File: config.mk
export PLATFORM = sky130hd
export DESIGN_NAME = animation_frame_sequencer_top
export DESIGN_NICKNAME = d
export VERILOG_FILES = /design/src/hw/rtl/afs_pkg.sv /design/src/hw/rtl/afs_div.sv /design/src/hw/rtl/afs_datapath.sv /design/src/hw/rtl/afs_ctrl.sv /design/src/hw/rtl/animation_frame_sequencer_top.sv
export SDC_FILE = /design/constraint.sdc
export NUM_CORES = 1
export LEC_CHECK = 0
export ABC_CLOCK_PERIOD_IN_PS = 8600
export CAP_MARGIN = 10
export CORE_MARGIN = 2
export CORE_UTILIZATION = 30
export CTS_BUF_LIST = sky130_fd_sc_hd__clkbuf_16
export DETAILED_ROUTE_END_ITERATION = 12
export DONT_BUFFER_PORTS = 1
export RECOVER_POWER = 25
export SYNTH_ARGS = -nofsm -noshare
export SYNTH_HDL_FRONTEND = slang
export SYNTH_SLANG_ARGS = --single-unit
File: constraint.sdc
create_clock -name clk_i -period 8.6 [get_ports clk_i]
set_clock_uncertainty 0.2 [all_clocks]
set_input_delay 1.72 -clock clk_i [delete_from_list [all_inputs] [get_ports clk_i]]
set_output_delay 1.72 -clock clk_i [all_outputs]
set_load 0.005 [all_outputs]
File: src/hw/rtl/afs_pkg.sv
package afs_pkg;

  localparam int unsigned FRAME_W  = 16;
  localparam int unsigned TIME_W   = 32;
  localparam int unsigned CMD_W    = 4;
  localparam int unsigned CFG_IDX_W = 2;
  localparam int unsigned CFG_W    = 16;
  // The divider takes a dividend one bit wider than a time value, so that
  // frame plus jump fits without loss.
  localparam int unsigned DIV_W    = TIME_W + 1;
  localparam int unsigned DIV_CNT_W = $clog2(DIV_W + 1);

  localparam int unsigned IN_DATA_W  = 48;
  localparam int unsigned OUT_DATA_W = 24;

  localparam logic [FRAME_W-1:0] RESET_INTERVAL = FRAME_W'(83);

  typedef enum logic [CMD_W-1:0] {
    CMD_TICK   = 4'd0,
    CMD_PLAY   = 4'd1,
    CMD_STOP   = 4'd2,
    CMD_TOGGLE = 4'd3,
    CMD_NEXT   = 4'd4,
    CMD_PREV   = 4'd5,
    CMD_START  = 4'd6,
    CMD_END    = 4'd7,
    CMD_SET    = 4'd8
  } cmd_e;

  typedef enum logic [CFG_IDX_W-1:0] {
    REG_INTERVAL = 2'd0,
    REG_COUNT    = 2'd1,
    REG_LOOP     = 2'd2
  } cfg_reg_e;

  typedef enum logic [5:0] {
    ST_IDLE   = 6'b000001,
    ST_DECODE = 6'b000010,
    ST_DIV1   = 6'b000100,
    ST_CHECK  = 6'b001000,
    ST_DIV2   = 6'b010000,
    ST_FINISH = 6'b100000
  } state_e;

  typedef struct packed {
    logic load_in;
    logic div_start;
    logic div_sel_count;
    logic save_div1;
    logic commit;
  } ctrl_cmd_t;

  typedef struct packed {
    logic tick_play;
    logic div_done;
    logic need_div2;
    logic out_free;
  } dp_status_t;

endpackage

File: src/hw/rtl/afs_div.sv
module afs_div (
  input  logic                           clk_i,
  input  logic                           rst_ni,
  input  logic                           start_i,
  input  logic [afs_pkg::DIV_W-1:0]      dividend_i,
  input  logic [afs_pkg::FRAME_W-1:0]    divisor_i,
  output logic [afs_pkg::DIV_W-1:0]      quo_o,
  output logic [afs_pkg::FRAME_W-1:0]    rem_o,
  output logic                           done_o
);

  logic [afs_pkg::DIV_W-1:0]     quo_q, quo_d;
  logic [afs_pkg::FRAME_W-1:0]   rem_q, rem_d;
  logic [afs_pkg::FRAME_W-1:0]   dvs_q, dvs_d;
  logic [afs_pkg::DIV_CNT_W-1:0] cnt_q, cnt_d;
  logic                          busy_q, busy_d;
  logic                          done_q, done_d;
  logic [afs_pkg::FRAME_W:0]     trial;
  logic                          fits;

  // Restoring division, one quotient bit per cycle, MSB first.
  assign trial = {rem_q, quo_q[afs_pkg::DIV_W-1]};
  assign fits  = trial >= {1'b0, dvs_q};

  always_comb begin
    quo_d  = quo_q;
    rem_d  = rem_q;
    dvs_d  = dvs_q;
    cnt_d  = cnt_q;
    busy_d = busy_q;
    done_d = 1'b0;
    if (start_i) begin
      quo_d  = dividend_i;
      rem_d  = '0;
      dvs_d  = divisor_i;
      cnt_d  = afs_pkg::DIV_CNT_W'(afs_pkg::DIV_W);
      busy_d = 1'b1;
    end else if (busy_q) begin
      rem_d = fits ? afs_pkg::FRAME_W'(trial - {1'b0, dvs_q})
                   : trial[afs_pkg::FRAME_W-1:0];
      quo_d = {quo_q[afs_pkg::DIV_W-2:0], fits};
      cnt_d = cnt_q - 1'b1;
      if (cnt_q == afs_pkg::DIV_CNT_W'(1)) begin
        busy_d = 1'b0;
        done_d = 1'b1;
      end
    end
  end

  always_ff @(posedge clk_i or negedge rst_ni) begin
    if (!rst_ni) begin
      cnt_q  <= '0;
      busy_q <= 1'b0;
      done_q <= 1'b0;
    end else begin
      cnt_q  <= cnt_d;
      busy_q <= busy_d;
      done_q <= done_d;
    end
  end

  always_ff @(posedge clk_i) begin
    quo_q <= quo_d;
    rem_q <= rem_d;
    dvs_q <= dvs_d;
  end

  assign quo_o  = quo_q;
  assign rem_o  = rem_q;
  assign done_o = done_q;

  a_no_restart: assert property (@(posedge clk_i) disable iff (!rst_ni)
    start_i |-> !busy_q)
    else $error("divider restarted while busy");

  a_done_idle: assert property (@(posedge clk_i) disable iff (!rst_ni)
    done_q |-> (!busy_q && cnt_q == '0))
    else $error("divider reported done with steps left");

endmodule

File: src/hw/rtl/afs_datapath.sv
module afs_datapath (
  input  logic                              clk_i,
  input  logic                              rst_ni,
  input  logic                              cfg_we_i,
  input  logic [afs_pkg::CFG_IDX_W-1:0]     cfg_idx_i,
  input  logic [afs_pkg::CFG_W-1:0]         cfg_data_i,
  input  logic [afs_pkg::IN_DATA_W-1:0]     in_data_i,
  input  logic [afs_pkg::CMD_W-1:0]         in_cmd_i,
  input  logic                              out_ready_i,
  output logic                              out_valid_o,
  output logic [afs_pkg::OUT_DATA_W-1:0]    out_data_o,
  input  afs_pkg::ctrl_cmd_t                ctrl_i,
  output afs_pkg::dp_status_t               status_o
);

  localparam int unsigned FW = afs_pkg::FRAME_W;
  localparam int unsigned TW = afs_pkg::TIME_W;

  // Configuration registers.
  logic [FW-1:0] interval_q, count_q;
  logic          loop_q;

  // Sequencer state.
  logic [FW-1:0] frame_q, frame_d;
  logic          play_q, play_d;
  logic [TW-1:0] origin_q, origin_d;
  logic [TW-1:0] wanted_q, wanted_d;

  // Captured command.
  logic [afs_pkg::CMD_W-1:0] cmd_q;
  logic [TW-1:0]             now_q;
  logic [FW-1:0]             target_q;

  // Results of the first division.
  logic [TW-1:0] jump_q;
  logic [FW-1:0] rem1_q;
  logic          jump_zero_q, past_q;

  logic                 out_valid_q;
  logic [FW-1:0]        out_frame_q;
  logic                 out_play_q, out_adv_q, out_chg_q;
  logic                 adv, chg;

  logic [FW-1:0]        interval_eff, count_eff, last;
  logic [TW-1:0]        elapsed, delta;
  logic [afs_pkg::DIV_W-1:0] div_dividend, div_quo, frame_plus_jump;
  logic [FW-1:0]        div_divisor, div_rem;
  logic                 div_done;
  logic                 past;
  logic                 out_free;

  assign interval_eff = (interval_q == '0) ? FW'(1) : interval_q;
  assign count_eff    = (count_q == '0) ? FW'(1) : count_q;
  assign last         = count_eff - 1'b1;

  assign elapsed = now_q - origin_q;
  assign delta   = elapsed - wanted_q;
  assign frame_plus_jump = {1'b0, jump_q} + afs_pkg::DIV_W'(frame_q);

  assign div_dividend = ctrl_i.div_sel_count ? frame_plus_jump : {1'b0, delta};
  assign div_divisor  = ctrl_i.div_sel_count ? count_eff : interval_eff;

  afs_div u_div (
    .clk_i      (clk_i),
    .rst_ni     (rst_ni),
    .start_i    (ctrl_i.div_start),
    .dividend_i (div_dividend),
    .divisor_i  (div_divisor),
    .quo_o      (div_quo),
    .rem_o      (div_rem),
    .done_o     (div_done)
  );

  // The end is reached when the frame is already out of range or the jump
  // covers the frames left.
  assign past = (frame_q >= count_eff) ||
                (div_quo[TW-1:0] >= TW'(count_eff - frame_q));

  assign out_free = !out_valid_q || out_ready_i;

  always_comb begin
    frame_d  = frame_q;
    play_d   = play_q;
    origin_d = origin_q;
    wanted_d = wanted_q;
    adv      = 1'b0;
    chg      = 1'b0;
    case (cmd_q)
      afs_pkg::CMD_TICK: begin
        if (play_q && !jump_zero_q) begin
          if (past_q && !loop_q) begin
            play_d = 1'b0;
            chg    = 1'b1;
          end else begin
            frame_d  = past_q ? div_rem : FW'(frame_q + jump_q[FW-1:0]);
            adv      = 1'b1;
            // Scheduled time moves by jump * interval, which is delta less rem.
            wanted_d = elapsed - TW'(rem1_q);
          end
        end
      end
      afs_pkg::CMD_PLAY, afs_pkg::CMD_STOP, afs_pkg::CMD_TOGGLE: begin
        if (play_q && cmd_q != afs_pkg::CMD_PLAY) begin
          play_d = 1'b0;
          chg    = 1'b1;
        end else if (!play_q && cmd_q != afs_pkg::CMD_STOP) begin
          if (frame_q == last) begin
            frame_d = '0;
          end
          play_d   = 1'b1;
          origin_d = now_q;
          wanted_d = '0;
          chg      = 1'b1;
        end
      end
      afs_pkg::CMD_NEXT: begin
        if (frame_q >= last) begin
          frame_d = loop_q ? '0 : last;
        end else begin
          frame_d = frame_q + 1'b1;
        end
      end
      afs_pkg::CMD_PREV: begin
        if (frame_q == '0) begin
          if (loop_q) begin
            frame_d = last;
          end
        end else begin
          frame_d = frame_q - 1'b1;
        end
      end
      afs_pkg::CMD_START: frame_d = '0;
      afs_pkg::CMD_END:   frame_d = last;
      afs_pkg::CMD_SET:   frame_d = (target_q > last) ? last : target_q;
      default: ;
    endcase
  end

  always_ff @(posedge clk_i or negedge rst_ni) begin
    if (!rst_ni) begin
      interval_q  <= afs_pkg::RESET_INTERVAL;
      count_q     <= FW'(1);
      loop_q      <= 1'b1;
      frame_q     <= '0;
      play_q      <= 1'b0;
      origin_q    <= '0;
      wanted_q    <= '0;
      out_valid_q <= 1'b0;
    end else begin
      if (cfg_we_i) begin
        case (cfg_idx_i)
          afs_pkg::REG_INTERVAL: interval_q <= cfg_data_i[FW-1:0];
          afs_pkg::REG_COUNT:    count_q    <= cfg_data_i[FW-1:0];
          afs_pkg::REG_LOOP:     loop_q     <= cfg_data_i[0];
          default: ;
        endcase
      end
      if (ctrl_i.commit) begin
        frame_q     <= frame_d;
        play_q      <= play_d;
        origin_q    <= origin_d;
        wanted_q    <= wanted_d;
        out_valid_q <= 1'b1;
      end else if (out_ready_i) begin
        out_valid_q <= 1'b0;
      end
    end
  end

  always_ff @(posedge clk_i) begin
    if (ctrl_i.load_in) begin
      cmd_q    <= in_cmd_i;
      now_q    <= in_data_i[TW-1:0];
      target_q <= in_data_i[TW+FW-1:TW];
    end
    if (ctrl_i.save_div1) begin
      jump_q      <= div_quo[TW-1:0];
      rem1_q      <= div_rem;
      jump_zero_q <= (div_quo == '0);
      past_q      <= past;
    end
    if (ctrl_i.commit) begin
      out_frame_q <= frame_d;
      out_play_q  <= play_d;
      out_adv_q   <= adv;
      out_chg_q   <= chg;
    end
  end

  assign status_o.tick_play = (cmd_q == afs_pkg::CMD_TICK) && play_q;
  assign status_o.div_done  = div_done;
  assign status_o.need_div2 = !jump_zero_q && past_q && loop_q;
  assign status_o.out_free  = out_free;

  assign out_valid_o = out_valid_q;
  assign out_data_o  = {5'b0, out_chg_q, out_adv_q, out_play_q, out_frame_q};

  a_commit_room: assert property (@(posedge clk_i) disable iff (!rst_ni)
    ctrl_i.commit |-> out_free)
    else $error("result written over an item not yet taken");

  a_flags_excl: assert property (@(posedge clk_i) disable iff (!rst_ni)
    out_valid_q |-> !(out_adv_q && out_chg_q))
    else $error("tick advanced and playback changed on one item");

endmodule

File: src/hw/rtl/afs_ctrl.sv
module afs_ctrl (
  input  logic                 clk_i,
  input  logic                 rst_ni,
  input  logic                 in_valid_i,
  output logic                 in_ready_o,
  input  afs_pkg::dp_status_t  status_i,
  output afs_pkg::ctrl_cmd_t   cmd_o
);

  afs_pkg::state_e state_q, state_d;

  always_comb begin
    state_d    = state_q;
    cmd_o      = '0;
    in_ready_o = 1'b0;
    case (state_q)
      afs_pkg::ST_IDLE: begin
        in_ready_o = 1'b1;
        if (in_valid_i) begin
          cmd_o.load_in = 1'b1;
          state_d       = afs_pkg::ST_DECODE;
        end
      end
      afs_pkg::ST_DECODE: begin
        if (status_i.tick_play) begin
          cmd_o.div_start = 1'b1;
          state_d         = afs_pkg::ST_DIV1;
        end else begin
          state_d = afs_pkg::ST_FINISH;
        end
      end
      afs_pkg::ST_DIV1: begin
        if (status_i.div_done) begin
          cmd_o.save_div1 = 1'b1;
          state_d         = afs_pkg::ST_CHECK;
        end
      end
      afs_pkg::ST_CHECK: begin
        // Only a wrap with looping needs the remainder by the frame count.
        if (status_i.need_div2) begin
          cmd_o.div_start     = 1'b1;
          cmd_o.div_sel_count = 1'b1;
          state_d             = afs_pkg::ST_DIV2;
        end else begin
          state_d = afs_pkg::ST_FINISH;
        end
      end
      afs_pkg::ST_DIV2: begin
        if (status_i.div_done) begin
          state_d = afs_pkg::ST_FINISH;
        end
      end
      afs_pkg::ST_FINISH: begin
        if (status_i.out_free) begin
          cmd_o.commit = 1'b1;
          state_d      = afs_pkg::ST_IDLE;
        end
      end
      default: state_d = afs_pkg::ST_IDLE;
    endcase
  end

  always_ff @(posedge clk_i or negedge rst_ni) begin
    if (!rst_ni) begin
      state_q <= afs_pkg::ST_IDLE;
    end else begin
      state_q <= state_d;
    end
  end

endmodule

File: src/hw/rtl/animation_frame_sequencer_top.sv
// Channel  Direction  Contents
// s_*      in         tuser: cmd[3:0]; tdata: now_ms[31:0], target_frame[47:32]
// m_*      out        tdata: current_frame[15:0], playing, tick_advanced, play_changed
// cfg_*    in         index 0 frame_interval, 1 frame_count, 2 loop_enable
//
// Non-tick commands and ticks while stopped go from decode to finish, which waits
// for a free output register. A playing tick runs the shared 33-step divider once
// for frame intervals passed, and again on a looping wrap modulo the frame count.
// One item is in work at a time; the next is accepted once the result is written
// to the output register, which holds it until m_tready.
// Reset is asynchronous, active low, and restores the register reset values.
module animation_frame_sequencer_top (
  input  logic                               clk_i,
  input  logic                               rst_ni,
  input  logic                               s_tvalid,
  output logic                               s_tready,
  input  logic [afs_pkg::IN_DATA_W-1:0]      s_tdata,  // now_ms, target_frame
  input  logic [afs_pkg::CMD_W-1:0]          s_tuser,  // cmd
  output logic                               m_tvalid,
  input  logic                               m_tready,
  output logic [afs_pkg::OUT_DATA_W-1:0]     m_tdata,  // current_frame, playing,
                                                       // tick_advanced, play_changed
  input  logic                               cfg_we_i,
  input  logic [afs_pkg::CFG_IDX_W-1:0]      cfg_idx_i,
  input  logic [afs_pkg::CFG_W-1:0]          cfg_data_i
);

  afs_pkg::ctrl_cmd_t  ctrl_cmd;
  afs_pkg::dp_status_t dp_status;

  afs_ctrl u_ctrl (
    .clk_i      (clk_i),
    .rst_ni     (rst_ni),
    .in_valid_i (s_tvalid),
    .in_ready_o (s_tready),
    .status_i   (dp_status),
    .cmd_o      (ctrl_cmd)
  );

  afs_datapath u_dp (
    .clk_i       (clk_i),
    .rst_ni      (rst_ni),
    .cfg_we_i    (cfg_we_i),
    .cfg_idx_i   (cfg_idx_i),
    .cfg_data_i  (cfg_data_i),
    .in_data_i   (s_tdata),
    .in_cmd_i    (s_tuser),
    .out_ready_i (m_tready),
    .out_valid_o (m_tvalid),
    .out_data_o  (m_tdata),
    .ctrl_i      (ctrl_cmd),
    .status_o    (dp_status)
  );

endmodule

==> flow_metrics.env <==
export IMPL_outcome="completed"
export IMPL_die_area_um2=76900
export IMPL_crit_type="flip-flop to flip-flop"
export IMPL_io_buffers=0
export IMPL_syn_area_per_cell_um2=9.22
export IMPL_start_kind="flip-flop"
export IMPL_initial_core_util_pct=30.2
export IMPL_hpwlAfterDp_um=50000
export IMPL_yosys_area_top_type_share_pct=22.8
export IMPL_syn_area_um2=22400
export IMPL_ir_drop_uv=171
export IMPL_power_density_nw_per_um2=349
export IMPL_drc=0
export IMPL_grt_pass1_wl_um=103000
export IMPL_power_switching_w=0.00389
export IMPL_min_path_type="flip-flop to flip-flop"
export IMPL_gr_total_overflow=0
export IMPL_cts_sinks=315
export IMPL_synth_edf_count=170
export IMPL_critical_path_slowest_cell="a21oi_1"
export IMPL_async_flop_share_pct=41.0
export IMPL_hold_ws_ns=0.277
export IMPL_hold_viol_final=0
export IMPL_leakage_nw=9.91
export IMPL_syn_to_final_growth_pct=9.20
export IMPL_drive_above_1_share_pct=6.55
export IMPL_track_usage_pct=17.1
export IMPL_p_sw_share_pct=45.5
export IMPL_drt_iter0_markers=1428
export IMPL_fp_row_count=100
export IMPL_antenna_found_initial=0
export IMPL_ctsResizeCount=0
export IMPL_internal_power_w=0.00465
export IMPL_cts_max_level=2
export IMPL_core_area_um2=74200
export IMPL_max_freq_mhz=143
export IMPL_post_drt_wl_per_cell_um=19.8
export IMPL_cts_buffers=34
export IMPL_seqPwrFrac_pct=25.3
export IMPL_critPathMaxStageDelay_ns=0.59
export IMPL_cts_tree="built"
export IMPL_clock_power_share_pct=16.9
export IMPL_clockRootBuffer="clkbuf_16"
export IMPL_clkTransAtPathRegs_ns=0.06
export IMPL_maxSlewHeadroom_pct=27.7
export IMPL_viasPerCell=5.35
export IMPL_fin_crit_ns=6.98
export IMPL_slew_viol_final=0
export IMPL_post_route_period_util_pct=81.2
export IMPL_synth_main_ff_cell="edfxtp_1"
export IMPL_antenna_cells=0
export IMPL_final_setup_viol_count=0
export IMPL_hold_buffers=0
export IMPL_wirelength_um=67100
export IMPL_grt_pass1_vias=17400
export IMPL_cp_max_fo=16
export IMPL_num_vias=18100
export IMPL_yosys_warnings=0
export IMPL_worstMarginPinSlew_ns=1.07
export IMPL_regArea_um2=8660
export IMPL_end_kind="flip-flop"
export IMPL_yosys_top_cells_area="edfxtp_1, dfrtp_1, ha_1"
export IMPL_synth_seq_cells=315
export IMPL_clockBufferDepth=3
export IMPL_routabilityCongestion=0.931
export IMPL_synth_area_leader_cell="edfxtp_1"
export IMPL_multi_input_area_um2=12700
export IMPL_pwr_share_comb_pct=57.8
export IMPL_worstPathRequired_ns=8.71
export IMPL_rsz0062_at_grt="false"
export IMPL_pin_count=101
export IMPL_final_fill_count=7595
export IMPL_synth_distinct_cells=96
export IMPL_dr_pass1_iters=5
export IMPL_fin_tns_setup_ns=0
export IMPL_die_w_um=277
export IMPL_syn_inst=2432
export IMPL_drv_cap=0
export IMPL_yosysSeqAreaShare_pct=38.6
export IMPL_nets=2662
export IMPL_die_h_um=277
export IMPL_grt_max_degree=130
export IMPL_arrival_ns=7.09
export IMPL_post_cts_buffers=0
export IMPL_insertion_delay_ns=0.57
export IMPL_antenna_left=0
[cells in the final DEF, fill, tap and decap left out, types with 36 or more instances in the layout]
cell type  netlist  layout
inv_1          174     181
nor2_1         134     133
nand3_1         64      62
nand2_1        239     239
a21oi_1        195     194
ha_1           194     194
nor3_1          48      47
a21o_1          55      55
mux2_2          36      36
dfrtp_1        122     122
xnor2_1        116     116
edfxtp_1       170     170
xor2_1          58      58
o21ai_0        179     178
[through the flow]
stage	util, %	std cells	worst slack [ns]	cell area, µm²	power (W)
after floorplan	-	2436	2.67	22400	0.00585
after global placement	31.6	3320	1.79	23400	0.00705
after detailed placement	31.6	3320	1.69	23400	0.00706
after CTS	33.0	3382	1.67	24500	0.00855
after global routing	33.0	3382	1.02	24500	0.00924
final	33.0	3382	1.62	24500	0.00854
[cells in the mapped netlist, types with 7 or more instances]
cell / count
nand2_1: 239
a21oi_1: 195
ha_1: 194
o21ai_0: 179
inv_1: 174
edfxtp_1: 170
nor2_1: 134
dfrtp_1: 122
xnor2_1: 116
clkbuf_1: 92
nand3_1: 64
xor2_1: 58
a21o_1: 55
nor3_1: 48
mux2_2: 36
nand2b_1: 29
nor2b_1: 29
and3_1: 28
nand4_1: 26
nor4_1: 26
o211ai_1: 25
a211oi_1: 23
mux2i_1: 23
and2_1: 20
o21a_1: 19
a31oi_1: 17
dfxtp_1: 16
o21bai_1: 14
a21boi_0: 13
a22oi_1: 13
o31ai_1: 13
a221oi_1: 12
or3_1: 12
o221ai_1: 9
buf_4: 8
nor3b_1: 8
dfstp_2: 7
nand3b_1: 7
or2_2: 7
[registers in the layout, indices dropped and copies added (netlist names), 4 cells and up]
register	flops
u_ctrl.state_q	6
u_dp.cmd_q	4
u_dp.count_q	16
u_dp.frame_q	16
u_dp.interval_q	16
u_dp.jump_q	32
u_dp.now_q	32
u_dp.origin_q	32
u_dp.out_frame_q	16
u_dp.rem1_q	16
u_dp.target_q	16
u_dp.u_div.cnt_q	6
u_dp.u_div.dvs_q	16
u_dp.u_div.quo_o	33
u_dp.u_div.rem_o	16
u_dp.wanted_q	32
[kinds of logic after synthesis]
family                     share of synthesized area (%)
buffers and inverters                               4.94
DFF                                                 38.6
muxes                                               2.84
and+or+nand+nor                                     15.6
AOI/OAI and AO/OA                                   19.6
adders and majority gates                           11.4
other                                             0.0167
xor gates and xnor gates                            7.00
[final cells by class]
type                            count  area share [%]
Clock buffer                       35            3.58
Clock inverter                     27           0.782
Inverter                          176            2.70
Multi-Input combinational cell   1836            51.9
Sequential cell                   315            35.4
Tap cell                          969            4.95
Timing Repair Buffer               24           0.736
[layer usage]
| layer | track usage (%) | up-vias | share of wire, % |
|---|---|---|---|
| li1 | - | 8740 | - |
| met1 | 21.9 | 8786 | 44 |
| met2 | 29.0 | 456 | 48 |
| met3 | 2.96 | 120 | 5.3 |
| met4 | 6.05 | 0 | 3.4 |
| met5 | 0 | - | 0 |
[worst max-delay path, delay by kind of cell, from the launching register on]
kind,cells,cell delay (ns)
buffers and inverters,1,0.06
DFF,1,0.58
and+or+nand+nor,9,1.26
AOI/OAI and AO/OA,17,3.47
adders and majority gates,3,1.15
[worst paths after layout]
kind	end	slack [ns]	from	cells past startpoint
min in group asynchronous	u_dp.origin_q[4]	0.65	rst_ni	0
min	u_dp.wanted_q[1]	0.28	u_dp.wanted_q[1]	2
min reg2reg	u_dp.wanted_q[1]	0.28	u_dp.wanted_q[1]	2
max in group asynchronous	u_dp.interval_q[4]	7.14	rst_ni	0
max	u_dp.past_q	1.62	u_dp.count_q[9]	30
max reg2reg	u_dp.past_q	1.62	u_dp.count_q[9]	30
[power by group through the flow]
stage / Clock [W] / Sequential [W] / Combinational, W
2_1_floorplan: 0 / 0.00201 / 0.00383
3_3_place_gp: 0 / 0.00218 / 0.00487
3_5_place_dp: 0 / 0.00218 / 0.00487
4_1_cts: 0.00149 / 0.00215 / 0.00491
5_1_grt: 0.00154 / 0.00218 / 0.00551
6_report: 0.00144 / 0.00216 / 0.00494
No activity file was read; power rests on OpenSTA's default activity.
